**config.mk**
```make
export PLATFORM = sky130hd
export DESIGN_NAME = backend_selector_rr_failover_flat
export DESIGN_NICKNAME = d
export VERILOG_FILES = /design/src/hw/rtl/bsrf_pkg.sv /design/src/hw/rtl/bsrf_if.sv /design/src/hw/rtl/backend_selector_rr_failover.sv /design/src/flat_wrapper.sv
export SDC_FILE = /design/constraint.sdc
export NUM_CORES = 1
export LEC_CHECK = 0
export BUFFER_PORTS_ARGS = -buffer_cell sky130_fd_sc_hd__clkbuf_2
export CORE_ASPECT_RATIO = 2
export CORE_MARGIN = 4
export CORE_UTILIZATION = 41
export DETAILED_ROUTE_END_ITERATION = 6
export MAX_ROUTING_LAYER = met4
export SKIP_CTS_REPAIR_TIMING = 1
export SYNTH_ARGS = -nofsm -noshare
export SYNTH_HDL_FRONTEND = slang
export SYNTH_SLANG_ARGS = --single-unit
```
**constraint.sdc**
```tcl
create_clock -name clk -period 4.8 [get_ports clk]
set_clock_uncertainty 0.1 [all_clocks]
set_input_delay 0.48 -clock clk [delete_from_list [all_inputs] [get_ports clk]]
set_output_delay 0.48 -clock clk [all_outputs]
set_load 0.02 [all_outputs]
```
**src/hw/rtl/bsrf_pkg.sv**
```systemverilog
// ----------------------------------------------------------------------------
// bsrf_pkg - shared definitions for the backend selector
// Request and mode codes, register indexes, field widths and count caps.
// ----------------------------------------------------------------------------
`default_nettype none

package bsrf_pkg;

	// Field widths
	localparam int unsigned REQ_TYPE_W = 2;
	localparam int unsigned HOST_W     = 4;
	localparam int unsigned COUNT_W    = 5;
	localparam int unsigned HOSTS      = 16;
	localparam int unsigned SLOTS      = 16;
	localparam int unsigned TABLE_W    = SLOTS * HOST_W;

	// Capacity of the host set and the rotation table
	localparam int unsigned MAX_HOSTS   = 16;
	localparam int unsigned TABLE_SLOTS = 16;
	localparam logic [COUNT_W-1:0] HOST_CAP =
		COUNT_W'((MAX_HOSTS < HOSTS) ? MAX_HOSTS : HOSTS);
	localparam logic [COUNT_W-1:0] SLOT_CAP =
		COUNT_W'((TABLE_SLOTS < SLOTS) ? TABLE_SLOTS : SLOTS);

	// Request codes
	localparam logic [REQ_TYPE_W-1:0] REQ_SELECT  = 2'd0;
	localparam logic [REQ_TYPE_W-1:0] REQ_FAILED  = 2'd1;
	localparam logic [REQ_TYPE_W-1:0] REQ_PASSED  = 2'd2;
	localparam logic [REQ_TYPE_W-1:0] REQ_TIMEOUT = 2'd3;

	// Balance modes
	localparam logic [1:0] MODE_RR       = 2'd0;
	localparam logic [1:0] MODE_FAILOVER = 2'd1;
	localparam logic [1:0] MODE_FAILRR   = 2'd2;

	// Register indexes
	localparam logic [1:0] REG_MODE   = 2'd0;
	localparam logic [1:0] REG_HOSTS  = 2'd1;
	localparam logic [1:0] REG_SLOTS  = 2'd2;
	localparam logic [1:0] REG_TABLE  = 2'd3;

endpackage

`default_nettype wire

```
**src/hw/rtl/bsrf_if.sv**
```systemverilog
// ----------------------------------------------------------------------------
// bsrf_if - item channels of the backend selector
// Request channel (event or select) and result channel, valid/ready each.
// ----------------------------------------------------------------------------
`default_nettype none

interface bsrf_req_if;
	import bsrf_pkg::*;
	logic                  valid;
	logic                  ready;
	logic [REQ_TYPE_W-1:0] req_type;
	logic [HOST_W-1:0]     reported_host;

	modport source (output valid, output req_type, output reported_host, input ready);
	modport sink   (input valid, input req_type, input reported_host, output ready);
endinterface

interface bsrf_res_if;
	import bsrf_pkg::*;
	logic              valid;
	logic              ready;
	logic [HOST_W-1:0] chosen_host;
	logic              unavailable;

	modport source (output valid, output chosen_host, output unavailable, input ready);
	modport sink   (input valid, input chosen_host, input unavailable, output ready);
endinterface

`default_nettype wire

```
**src/hw/rtl/backend_selector_rr_failover.sv**
```systemverilog
// ----------------------------------------------------------------------------
// backend_selector_rr_failover - upstream host selector
// Round-robin, failover and fail-robin host choice over a slot table, with
// one alive bit per host kept up to date by event items.
// ----------------------------------------------------------------------------
//  channel | dir | handshake      | payload
//  req     | in  | valid/ready    | req_type, reported_host
//  res     | out | valid/ready    | chosen_host, unavailable
//  apb     | in  | psel/penable   | paddr[4:3] register, pwdata 64 bits
//
//  Event items update the alive bits and give no result.
//  A select item is accepted, scanned by the shared slot compare unit over at
//  most N candidates (N = slot count for fail-robin, host count for failover,
//  1 for round-robin), then its result waits to enter the output register.
//  req.ready is low while a select is scanned or its result is held.
//  Reset sets every host alive, pointer to slot 0 and the registers to their
//  reset values; a result stalled on res holds in the output register.
// ----------------------------------------------------------------------------
`default_nettype none

module backend_selector_rr_failover (
	input  wire logic                           clk,
	input  wire logic                           arst_n,
	bsrf_req_if.sink                            req,
	bsrf_res_if.source                          res,
	input  wire logic                           psel,
	input  wire logic                           penable,
	input  wire logic                           pwrite,
	input  wire logic [4:0]                     paddr,
	input  wire logic [bsrf_pkg::TABLE_W-1:0]   pwdata,
	output logic      [bsrf_pkg::TABLE_W-1:0]   prdata,
	output logic                                pready
);
	import bsrf_pkg::*;

	typedef enum logic [2:0] {
		ST_IDLE = 3'b001,
		ST_SCAN = 3'b010,
		ST_HOLD = 3'b100
	} state_t;

	state_t               state_q;
	logic [1:0]           mode_q;
	logic [COUNT_W-1:0]   host_count_q;
	logic [COUNT_W-1:0]   slot_count_q;
	logic [TABLE_W-1:0]   slot_table_q;
	logic [HOST_W-1:0]    ptr_q;
	logic [HOSTS-1:0]     alive_q;
	logic [HOST_W-1:0]    idx_q;
	logic [COUNT_W-1:0]   cnt_q;
	logic [HOST_W-1:0]    res_host_q;
	logic                 res_unav_q;
	logic                 out_valid_q;
	logic [HOST_W-1:0]    out_host_q;
	logic                 out_unav_q;

	logic                 cfg_wr;
	logic                 req_fire;
	logic [COUNT_W-1:0]   nh;
	logic [COUNT_W-1:0]   ns;
	logic [HOST_W-1:0]    p_norm;
	logic [COUNT_W-1:0]   limit;
	logic [HOST_W-1:0]    cand;
	logic                 hit;
	logic                 last;
	logic [COUNT_W-1:0]   idx_p1;
	logic [HOST_W-1:0]    idx_wrap;
	logic [HOST_W-1:0]    idx_step;
	logic                 out_free;

	// Configuration port
	assign pready = 1'b1;
	assign cfg_wr = psel && penable && pwrite;

	always_comb begin
		prdata = '0;
		case (paddr[4:3])
			REG_MODE:  prdata = TABLE_W'(mode_q);
			REG_HOSTS: prdata = TABLE_W'(host_count_q);
			REG_SLOTS: prdata = TABLE_W'(slot_count_q);
			default:   prdata = slot_table_q;
		endcase
	end

	always_ff @(posedge clk or negedge arst_n) begin
		if (!arst_n) begin
			mode_q       <= MODE_RR;
			host_count_q <= COUNT_W'(1);
			slot_count_q <= COUNT_W'(1);
			slot_table_q <= '0;
		end else if (cfg_wr) begin
			unique case (paddr[4:3])
				REG_MODE:  mode_q       <= pwdata[1:0];
				REG_HOSTS: host_count_q <= pwdata[COUNT_W-1:0];
				REG_SLOTS: slot_count_q <= pwdata[COUNT_W-1:0];
				REG_TABLE: slot_table_q <= pwdata;
				default:   ;
			endcase
		end
	end

	// Effective counts: zero acts as one, large values saturate
	always_comb begin
		if (host_count_q == '0)
			nh = COUNT_W'(1);
		else if (host_count_q > HOST_CAP)
			nh = HOST_CAP;
		else
			nh = host_count_q;
		if (slot_count_q == '0)
			ns = COUNT_W'(1);
		else if (slot_count_q > SLOT_CAP)
			ns = SLOT_CAP;
		else
			ns = slot_count_q;
	end

	// Pointer beyond the slot count starts from slot zero
	assign p_norm = ({1'b0, ptr_q} >= ns) ? '0 : ptr_q;

	// Shared slot compare unit: one slot or host per cycle
	always_comb begin
		case (mode_q)
			MODE_FAILOVER: limit = nh;
			MODE_FAILRR:   limit = ns;
			default:       limit = COUNT_W'(1);
		endcase
		cand     = (mode_q == MODE_FAILOVER) ? idx_q : slot_table_q[{idx_q, 2'b00} +: HOST_W];
		hit      = (mode_q inside {MODE_RR, MODE_FAILOVER, MODE_FAILRR}) &&
		           ({1'b0, cand} < nh) &&
		           ((mode_q == MODE_RR) || alive_q[cand]);
		last     = (cnt_q + COUNT_W'(1)) == limit;
		idx_p1   = {1'b0, idx_q} + COUNT_W'(1);
		idx_wrap = (idx_p1 >= ns) ? '0 : idx_p1[HOST_W-1:0];
		idx_step = (mode_q == MODE_FAILOVER) ? idx_p1[HOST_W-1:0] : idx_wrap;
	end

	assign req.ready = (state_q == ST_IDLE);
	assign req_fire  = req.valid && req.ready;
	assign out_free  = !out_valid_q || res.ready;

	// Sequencer, pointer and alive bits
	always_ff @(posedge clk or negedge arst_n) begin
		if (!arst_n) begin
			state_q <= ST_IDLE;
			ptr_q   <= '0;
			alive_q <= '1;
			idx_q   <= '0;
			cnt_q   <= '0;
		end else begin
			unique case (state_q)
				ST_IDLE: begin
					if (req_fire) begin
						case (req.req_type)
							REQ_FAILED:  alive_q[req.reported_host] <= 1'b0;
							REQ_PASSED:  alive_q[req.reported_host] <= 1'b1;
							REQ_TIMEOUT: alive_q <= '0;
							default: begin
								idx_q   <= (mode_q == MODE_FAILOVER) ? '0 : p_norm;
								cnt_q   <= '0;
								state_q <= ST_SCAN;
							end
						endcase
					end
				end
				ST_SCAN: begin
					if (hit || last) begin
						if (mode_q == MODE_RR || mode_q == MODE_FAILRR)
							ptr_q <= idx_wrap;
						state_q <= ST_HOLD;
					end else begin
						idx_q <= idx_step;
						cnt_q <= cnt_q + COUNT_W'(1);
					end
				end
				ST_HOLD: begin
					if (out_free)
						state_q <= ST_IDLE;
				end
				default: state_q <= ST_IDLE;
			endcase
		end
	end

	// Capture the scan result
	always_ff @(posedge clk) begin
		if (state_q == ST_SCAN && (hit || last)) begin
			res_host_q <= hit ? cand : '0;
			res_unav_q <= !hit;
		end
	end

	// Output register: load from hold, drop when taken
	always_ff @(posedge clk or negedge arst_n) begin
		if (!arst_n)
			out_valid_q <= 1'b0;
		else if (state_q == ST_HOLD && out_free)
			out_valid_q <= 1'b1;
		else if (res.ready)
			out_valid_q <= 1'b0;
	end

	always_ff @(posedge clk) begin
		if (state_q == ST_HOLD && out_free) begin
			out_host_q <= res_host_q;
			out_unav_q <= res_unav_q;
		end
	end

	assign res.valid       = out_valid_q;
	assign res.chosen_host = out_host_q;
	assign res.unavailable = out_unav_q;

	// Checks
	a_scan_bound: assert property (@(posedge clk) disable iff (!arst_n)
		state_q == ST_SCAN |-> cnt_q < limit)
		else $error("scan ran past its limit");

	a_event_idle: assert property (@(posedge clk) disable iff (!arst_n)
		(req_fire && req.req_type != REQ_SELECT) |=> state_q == ST_IDLE)
		else $error("event item left the idle state");

	a_unav_zero: assert property (@(posedge clk) disable iff (!arst_n)
		(res.valid && res.unavailable) |-> res.chosen_host == '0)
		else $error("unavailable result carries a host");

	a_load_from_hold: assert property (@(posedge clk) disable iff (!arst_n)
		$rose(out_valid_q) |-> $past(state_q == ST_HOLD))
		else $error("output loaded outside the hold state");

endmodule

`default_nettype wire
```
**src/flat_wrapper.sv**
```systemverilog
// flat-port wrapper written by rule: the top's interface ports become plain ports
module backend_selector_rr_failover_flat import bsrf_pkg::*;
  (clk, arst_n, psel, penable, pwrite, paddr, pwdata, prdata, pready, req_valid, req_req_type, req_reported_host, req_ready, res_valid, res_chosen_host, res_unavailable, res_ready);
  bsrf_req_if req_i ();
  bsrf_res_if res_i ();
  input  wire logic clk;
  input  wire logic arst_n;
  input  wire logic psel;
  input  wire logic penable;
  input  wire logic pwrite;
  input  wire logic [4:0] paddr;
  input  wire logic [bsrf_pkg::TABLE_W-1:0] pwdata;
  output logic      [bsrf_pkg::TABLE_W-1:0] prdata;
  output logic pready;
  input wire logic [$bits(req_i.valid)-1:0] req_valid;
  input wire logic [$bits(req_i.req_type)-1:0] req_req_type;
  input wire logic [$bits(req_i.reported_host)-1:0] req_reported_host;
  output wire logic [$bits(req_i.ready)-1:0] req_ready;
  output wire logic [$bits(res_i.valid)-1:0] res_valid;
  output wire logic [$bits(res_i.chosen_host)-1:0] res_chosen_host;
  output wire logic [$bits(res_i.unavailable)-1:0] res_unavailable;
  input wire logic [$bits(res_i.ready)-1:0] res_ready;
  assign req_i.valid = req_valid;
  assign req_i.req_type = req_req_type;
  assign req_i.reported_host = req_reported_host;
  assign req_ready = req_i.ready;
  assign res_valid = res_i.valid;
  assign res_chosen_host = res_i.chosen_host;
  assign res_unavailable = res_i.unavailable;
  assign res_i.ready = res_ready;
  backend_selector_rr_failover u_core (.clk(clk), .arst_n(arst_n), .req(req_i), .res(res_i), .psel(psel), .penable(penable), .pwrite(pwrite), .paddr(paddr), .pwdata(pwdata), .prdata(prdata), .pready(pready));
endmodule
```
Word-level counts from Yosys, hierarchy flattened:

Index checks and enable logic that the tools add are counted.

* add/sub/neg operators: 2
* magnitude comparators: 8
* equality and inequality tests: 17
* shift operators: 1
* muxes and demuxes: 31
* bitwise operators: 3
* reductions and logical operators: 31

Operators by type and width (count)
* $pmux 64 s3: 1
* $shiftx 64x7->4: 1
* $pmux 16 s3: 1
* $mux 5: 7
* $mux 4: 8
* $pmux 5 s2: 2
* $and 16x16->16: 1
* $not 16->16: 1
* $or 16x16->16: 1
* $mux 3: 4
* $eq 2x2->1 const B: 5
* $gt 5x5->1 const B: 2
* $logic_not 5->1: 2
* $lt 4x5->1 const B: 2
* $pmux 3 s3: 1
* $logic_and 1x1->1: 8
* $pmux 4 s2: 1
* $reduce_and 2->1: 4
* $reduce_and 4->1: 2
* $eq 2x1->1 const B: 3
* $ne 2x2->1 const B: 3
* $reduce_and 3->1: 2
* $reduce_bool 3->1: 2
* $add 4x1->5 const B: 1
* other kinds (18): 28

* register bits after elaboration: 119
* output and inout port bits: 72
* logic and storage cells: 107

Logic depth before layout (Yosys ltp):

Gate-level depths: netlist (run 1).

* depth in word-level cells: 9
* mapped depth: 15
* mapped depth without buffers: 15

Least setup slack after synthesis (run 1):

OpenSTA, ideal clock, no wires.

* kind: register to register
* start: register u_core.idx_q[0]
* end: register u_core.idx_q[1]
* library setup time: 0.125 ns
* arrival: 3.433 ns
* path slack: 1.142 ns
* stages on the path, launching flop included: 16
* period minus slack after synthesis: 3.658 ns
* cell sequence: dfrtp_1 buf_6 buf_4 mux4_2 o221ai_1 o31a_2 inv_1 ha_1 a21oi_1 nor2_1 nor2_1 o41ai_1 o41ai_2 nor3_4 a21oi_4 mux2_4

* word-level cells in the longest chain between the ends: 9
* elaborated cells on any way between the ends: 17
* those cells by class: add/sub (1); order compare (2); eq/ne (1); shift (1); mux (7); reduce/logical (5)

RTL lines
* start: declaration: RTL line backend_selector_rr_failover.sv:49 `logic [HOST_W-1:0] idx_q;`
* start signal: assignment: RTL line backend_selector_rr_failover.sv:159 `idx_q <= (mode_q == MODE_FAILOVER) ? '0 : p_norm;`
* start signal: assignment: RTL line backend_selector_rr_failover.sv:172 `idx_q <= idx_step;`
* $shiftx 64x7->4 (*): RTL line backend_selector_rr_failover.sv:128 `cand = (mode_q == MODE_FAILOVER) ? idx_q : slot_table_q[{idx_q, 2'b00} +: HOST_W];`
* $mux 4 (*): RTL line backend_selector_rr_failover.sv:128
* via u_core.cand[3]: RTL line backend_selector_rr_failover.sv:63 `logic [HOST_W-1:0] cand;`
* $bmux 1 s4: RTL line backend_selector_rr_failover.sv:131 `((mode_q == MODE_RR) || alive_q[cand]);`
* $mux 1 (not written as such): RTL line backend_selector_rr_failover.sv:131
* $logic_or 1x1->1: RTL line backend_selector_rr_failover.sv:131
* $logic_and 1x1->1 (*): RTL line backend_selector_rr_failover.sv:130 `({1'b0, cand} < nh) &&`
* $logic_or 1x1->1 (*): RTL line backend_selector_rr_failover.sv:167 `if (hit || last) begin`
* $ne 2x2->1 (no source line) (*)
* $reduce_and 4->1 (no source line) (*)

Mark *: on every way through the listed nets, which the timed path passes. The rest lies on a longest branch. The select of a mux whose other input is x is not followed.
A chain may end at the register's enable or synchronous reset.

Worst setup path in the final report (run 1):

Ends and elaborated chain as after synthesis.

==> impl_metrics.ini, run 1 <==
[run_status]
outcome = completed

[synth]
yosysTopAreaCellShare_pct = 33.0
synth_nets = 699
async_reset_ff_share_pct = 91.6
synth_edf_count = 10
syn_area_um2 = 6820
yosys.area.top_type = dfrtp_1
synth_ff_type = dfrtp_1
avgSynthCellArea_um2 = 11.4
synth_cell_types = 67
ys_warn_count = 0
yosysSeqAreaShare_pct = 44.7
syn-instance-count = 599
ys_top_cells_by_area = dfrtp_1, mux2_2, dfstp_2
ys_ff_latch = 119

[place]
port-buffer-count = 149
pre_cts_ws_ns = 0.462
gp_congestion = 0.874
dpl.hpwl_um = 13500

[floorplanning]
die_x_um = 99.2
core_um2 = 16300
initial_utilization_pct = 41.9
num_io_pins = 154
die_area_um2 = 18900
die_y_um = 190
row_count = 66

[grt]
grt-ovfl-total = 0
grt_pass1_vias = 5701
grt_max_degree = 71
grt_usage_pct = 20.1
grt_pass1_wl_um = 29100
antenna_found_initial = 0

[drt]
via_per_inst = 5.56
highest_layer = met4
routed-wl-met3_um = 626
first_pass_iters = 5
postRouteAntennaNets = 0
dr_wl_met2_um = 10100
drc = 0
wire_per_inst_um = 19.0
wl_um = 18200
wl_met1_um = 6620
vias = 5309
dr.first_iter.drc_count = 225

[run]
maxCapViolCount = 0

[power]
p_per_area_nw_per_um2 = 511
leakagePower_nw = 3.94
irDropWorstVdd_mv = 0.301
finalPower_mw = 4.24

[sta]
setup_tns_ns = 0
slew_headroom_pct = 22.6
clock.fmax_ghz = 0.230
final.min_clock_period_ns = 4.34
setup_viol = 0
layout_setup_ws_ns = 0.461
worst_pin_slew_ns = 1.16
hold_ws_ns = 0.113
rsz0062_at_grt = no
timing.final.crit_share_pct = 90.4
hold_viol_final = 0
slew_violations = 0

[layout]
drive_gt1_share_pct = 42.9
layout_commonest_cell = clkbuf_2
area_delta_synth_final_pct = 21.7
nFillCells = 1474
finalNetCount = 837
antenna_cells = 0
final_cell_mix = clkbuf_2, dfrtp_1, mux2_2

[clock_network]
clk-insertion-delay-late_ns = 0.41
ctsLongestPathBuffers = 2
cts_tree = yes
clk_pin_slew_worst_paths_ns = 0.06
root_buffer = clkbuf_16
numCtsBuffers = 17
htreeDepth = 4
clock_sinks = 119

[critical_path]
crit_chain = buf_4, mux4_1, mux2i_1, o31a_2, inv_2, ha_1, nor4b_2, o41ai_1, o41ai_2, nor3_4, a21oi_4, mux2_4
arrival_ns = 4.53
start_kind = flop
max_stage_delay_ns = 0.74
cp_slowest_cell = dfrtp_1
ff2ff_setup_slack_ns = 0.46
crit_family = compound AO/OA/AOI/OAI gates
cp_max_fo = 12
crit_required_ns = 4.99
criticalPathCategory = flop to flop
worstSetupEndpointType = flop
critPathBufInv = 2

[hold_path]
holdCritPathClass = input pin to async pin
[layout make-up]
type	instances	area (um2)	share of cell area, %
well taps	204	255	3.07
flip-flops and latches	119	3050	36.8
clock buffers	19	454	5.47
multi-input cells	428	3510	42.3
clock inverters	13	169	2.03
repair buffers	157	808	9.74
inverters	14	52.6	0.633
[metal layers]
metal	up-vias	global-route usage [%]
met1	2616	21.2
met2	162	36.1
li1	2486	-
met3	45	2.67
met5	-	-
met4	0	10.4
[stage by stage]
| step | cells | area [um2] | utilization, % |
|---|---|---|---|
| after global routing | 954 | 8300 | 51.0 |
| after floorplan | 599 | 6820 | - |
| final | 954 | 8300 | 51.0 |
| after detailed placement | 922 | 7680 | 47.2 |
| after CTS | 954 | 8300 | 51.0 |
| after global placement | 922 | 7680 | 47.2 |
[path summary, 6_finish.rpt]
check / start / to / cells past startpoint
min: arst_n / u_core.slot_table_q[17] / 1
max reg2reg: u_core.idx_q[0] / u_core.idx_q[1] / 12
min in group clk: pwdata[26] / u_core.slot_table_q[26] / 2
max in group asynchronous: arst_n / u_core.host_count_q[0] / 2
max: u_core.idx_q[0] / u_core.idx_q[1] / 12
min reg2reg: u_core.res_host_q[2] / u_core.res.chosen_host[2] / 0
[registers in the layout, summed over array words and instances, names as in the netlist]
register,flops
u_core.slot_table_q,64
u_core.alive_q,16
u_core.cnt_q,5
u_core.host_count_q,5
u_core.slot_count_q,5
u_core.idx_q,4
u_core.ptr_q,4
u_core.res.chosen_host,4
u_core.res_host_q,4
u_core.state_q,3
u_core.mode_q,2
u_core.res.unavailable,1
u_core.res.valid,1
u_core.res_unav_q,1
[worst reg2reg max path: stages, from the launching register on]
cell,delay (ns)
dfrtp_1,0.74
buf_4,0.33
mux4_1,0.58
mux2i_1,0.15
o31a_2,0.21
inv_2,0.10
ha_1,0.24
nor4b_2,0.28
o41ai_1,0.18
o41ai_2,0.56
nor3_4,0.12
a21oi_4,0.31
mux2_4,0.34
[cell usage after synthesis, drive strengths merged, types with 2 or more instances]
library cell and number:
o31ai 2, or3b 2, edfxtp 10, o21ai 44, or2 2, inv 14, a21oi 19, o221ai 2
a22oi 3, nor3b 3, a21o 3, buf 5, nor3 6, nor2b 9, mux2 89, nor2 31
a22o 4, ha 18, mux2i 13, nand2b 15, and3 61, xnor2 6, a31oi 8, o31a 2
mux4 17, nand3 14, nand2 32, dfstp 19, clkbuf 33, xor2 3, o41ai 2, dfrtp 90
[cells by family (layout without fill, tap and decap cells)]
| kind of cell | count (synthesis) | in the layout | share of synthesized area, % |
|---|---|---|---|
| other | 1 | 1 | 0.0550 |
| multiplexers | 119 | 119 | 22.8 |
| AO/OA/AOI/OAI | 100 | 100 | 9.28 |
| AND/OR/NAND/NOR | 181 | 181 | 14.8 |
| XOR/XNOR | 9 | 9 | 1.16 |
| buffers and inverters | 52 | 203 | 3.92 |
| flip-flops | 119 | 119 | 44.7 |
| adder cells (fa/ha/maj) | 18 | 18 | 3.30 |
[power breakdown]
part / switching [mW] / internal (mW) / total (mW)
clock: 0.481 / 0.852 / 1.33
combinational: 0.759 / 0.646 / 1.41
sequential: 0.232 / 1.27 / 1.50
Power figures use the tool's default switching activity.
==> inputs of run 2 (changes only) <==
- CORE_ASPECT_RATIO: 2 -> 1.2
==> impl_metrics.ini, run 2 (same netlist as run 1, synthesis figures left out) <==
[drt]
drc = 0
vias = 5352
via_per_inst = 5.56
first_pass_iters = 5
dr.first_iter.drc_count = 330
wl_um = 18200
postRouteAntennaNets = 0
wire_per_inst_um = 18.9

[grt]
grt_max_degree = 78
grt_pass1_vias = 5690
grt_usage_pct = 20.5
grt_pass1_wl_um = 29700
antenna_found_initial = 0
grt-ovfl-total = 0

[power]
p_per_area_nw_per_um2 = 512
irDropWorstVdd_mv = 0.296
finalPower_mw = 4.27
leakagePower_nw = 3.95

[critical_path]
arrival_ns = 4.24
r2r-start = u_core.idx_q[0]
cp-startpoint = u_core.idx_q[0]
cp_max_fo = 21
reg2regPathDepth = 13
crit_chain = buf_12, mux4_2, mux2_2, o21ai_1, o31a_2, inv_2, ha_1, nor4b_2, o41ai_1, o41ai_2, nor2_2, nor2_2, mux2_2
start_kind = flop
criticalPathCategory = flop to flop
ff2ff_setup_slack_ns = 0.76
crit_path_end = u_core.ptr_q[1]
max_stage_delay_ns = 0.55
timing.rr.end = u_core.ptr_q[1]
crit_required_ns = 5.00
cp_slowest_cell = o41ai_2
worstSetupEndpointType = flop

[layout]
finalNetCount = 837
reg_top3 = u_core.slot_table_q x64, u_core.alive_q x16
fin_util_pct = 51.2
final_cells = 962
antenna_cells = 0
layout_commonest_cell = clkbuf_2
drive_gt1_share_pct = 43.1
top_register = u_core.slot_table_q
fin_area_um2 = 8340
area_delta_synth_final_pct = 22.2
largest_reg_flops = 64
final_cell_mix = clkbuf_2, dfrtp_1, mux2_2

[sta]
hold_viol_final = 0
worst_pin_slew_ns = 1.08
clock.fmax_ghz = 0.247
setup_viol = 0
slew_violations = 0
slew_headroom_pct = 27.8
setup_tns_ns = 0
rsz0062_at_grt = no
timing.final.crit_share_pct = 84.2
final.min_clock_period_ns = 4.04

[place]
dpl.hpwl_um = 13200
dp_cells = 930
port-buffer-count = 149
placed_area_um2 = 7700
gp_congestion = 0.840

[clock_network]
ctsLongestPathBuffers = 2
htreeDepth = 4
root_buffer = clkbuf_16
clk-insertion-delay-late_ns = 0.42
cts_tree = yes
clock_sinks = 119
clk_pin_slew_worst_paths_ns = 0.05
numCtsBuffers = 17

[floorplanning]
num_io_pins = 154
die_area_um2 = 18800
die_y_um = 149
core_um2 = 16300
die_x_um = 126
row_count = 51
initial_utilization_pct = 41.9

[hold_path]
holdCritPathClass = input pin to async pin

[run_status]
outcome = completed

[run]
maxCapViolCount = 0
==> run 2: cell count changes in the layout (fill, tap and decap cells not counted), sizes merged <==
cell and delta:
clkbuf +3, clkinvlp -1, inv -2
==> run 2: critical path, delay by kind of cell, from the launching register on <==
kind / cells / cell delay [ns]
compound gates: 4 / 1.09
simple gates: 3 / 0.65
mux: 3 / 1.16
fa+ha+maj: 1 / 0.24
buf+inv: 2 / 0.30
flops: 1 / 0.38
==> run 2: layout make-up <==
type,count,area (um2)
fill,1452,7930
clock buffer,22,495
inverter,14,52.6
timing repair buffer,157,821
sequential,119,3050
multi-input combinational,428,3510
tap,212,265
clock inverter,10,141
==> run 2: where the power goes <==
part,switching [mW],leakage (nW),total (mW),internal (mW)
Clock,0.468,0.307,1.36,0.889
Combinational,0.777,2.23,1.43,0.658
Sequential,0.205,1.41,1.48,1.27
==> run 2: stage by stage <==
| stage | hold slack (ns) | setup WS (ns) |
|---|---|---|
| 2_1_floorplan | 0.0844 | 1.14 |
| 3_3_place_gp | 0.307 | 0.830 |
| 3_5_place_dp | 0.310 | 0.785 |
| 4_1_cts | 0.164 | 0.757 |
| 5_1_grt | 0.173 | 0.470 |
| 6_report | 0.120 | 0.759 |
==> run 2: metal layers <==
layer / up-vias / routed length, um / global-route usage [%]
li1: 2494 / - / -
met1: 2647 / 7810 / 25.2
met2: 190 / 9150 / 33.7
met3: 21 / 936 / 4.73
met4: 0 / 297 / 6.87
met5: - / 0 / -
==> run 2: worst min-delay path by stage <==
stage	endpoint	slack, ns	start
after detailed placement	u_core.res.chosen_host[1]	0.31	u_core.res_host_q[1]
final	u_core.slot_table_q[40]	0.12	arst_n
after global routing	u_core.slot_table_q[18]	0.17	pwdata[18]
after CTS	u_core.slot_table_q[56]	0.16	arst_n
after floorplan	u_core.cnt_q[0]	0.08	arst_n
after global placement	u_core.res.chosen_host[0]	0.31	u_core.res_host_q[0]
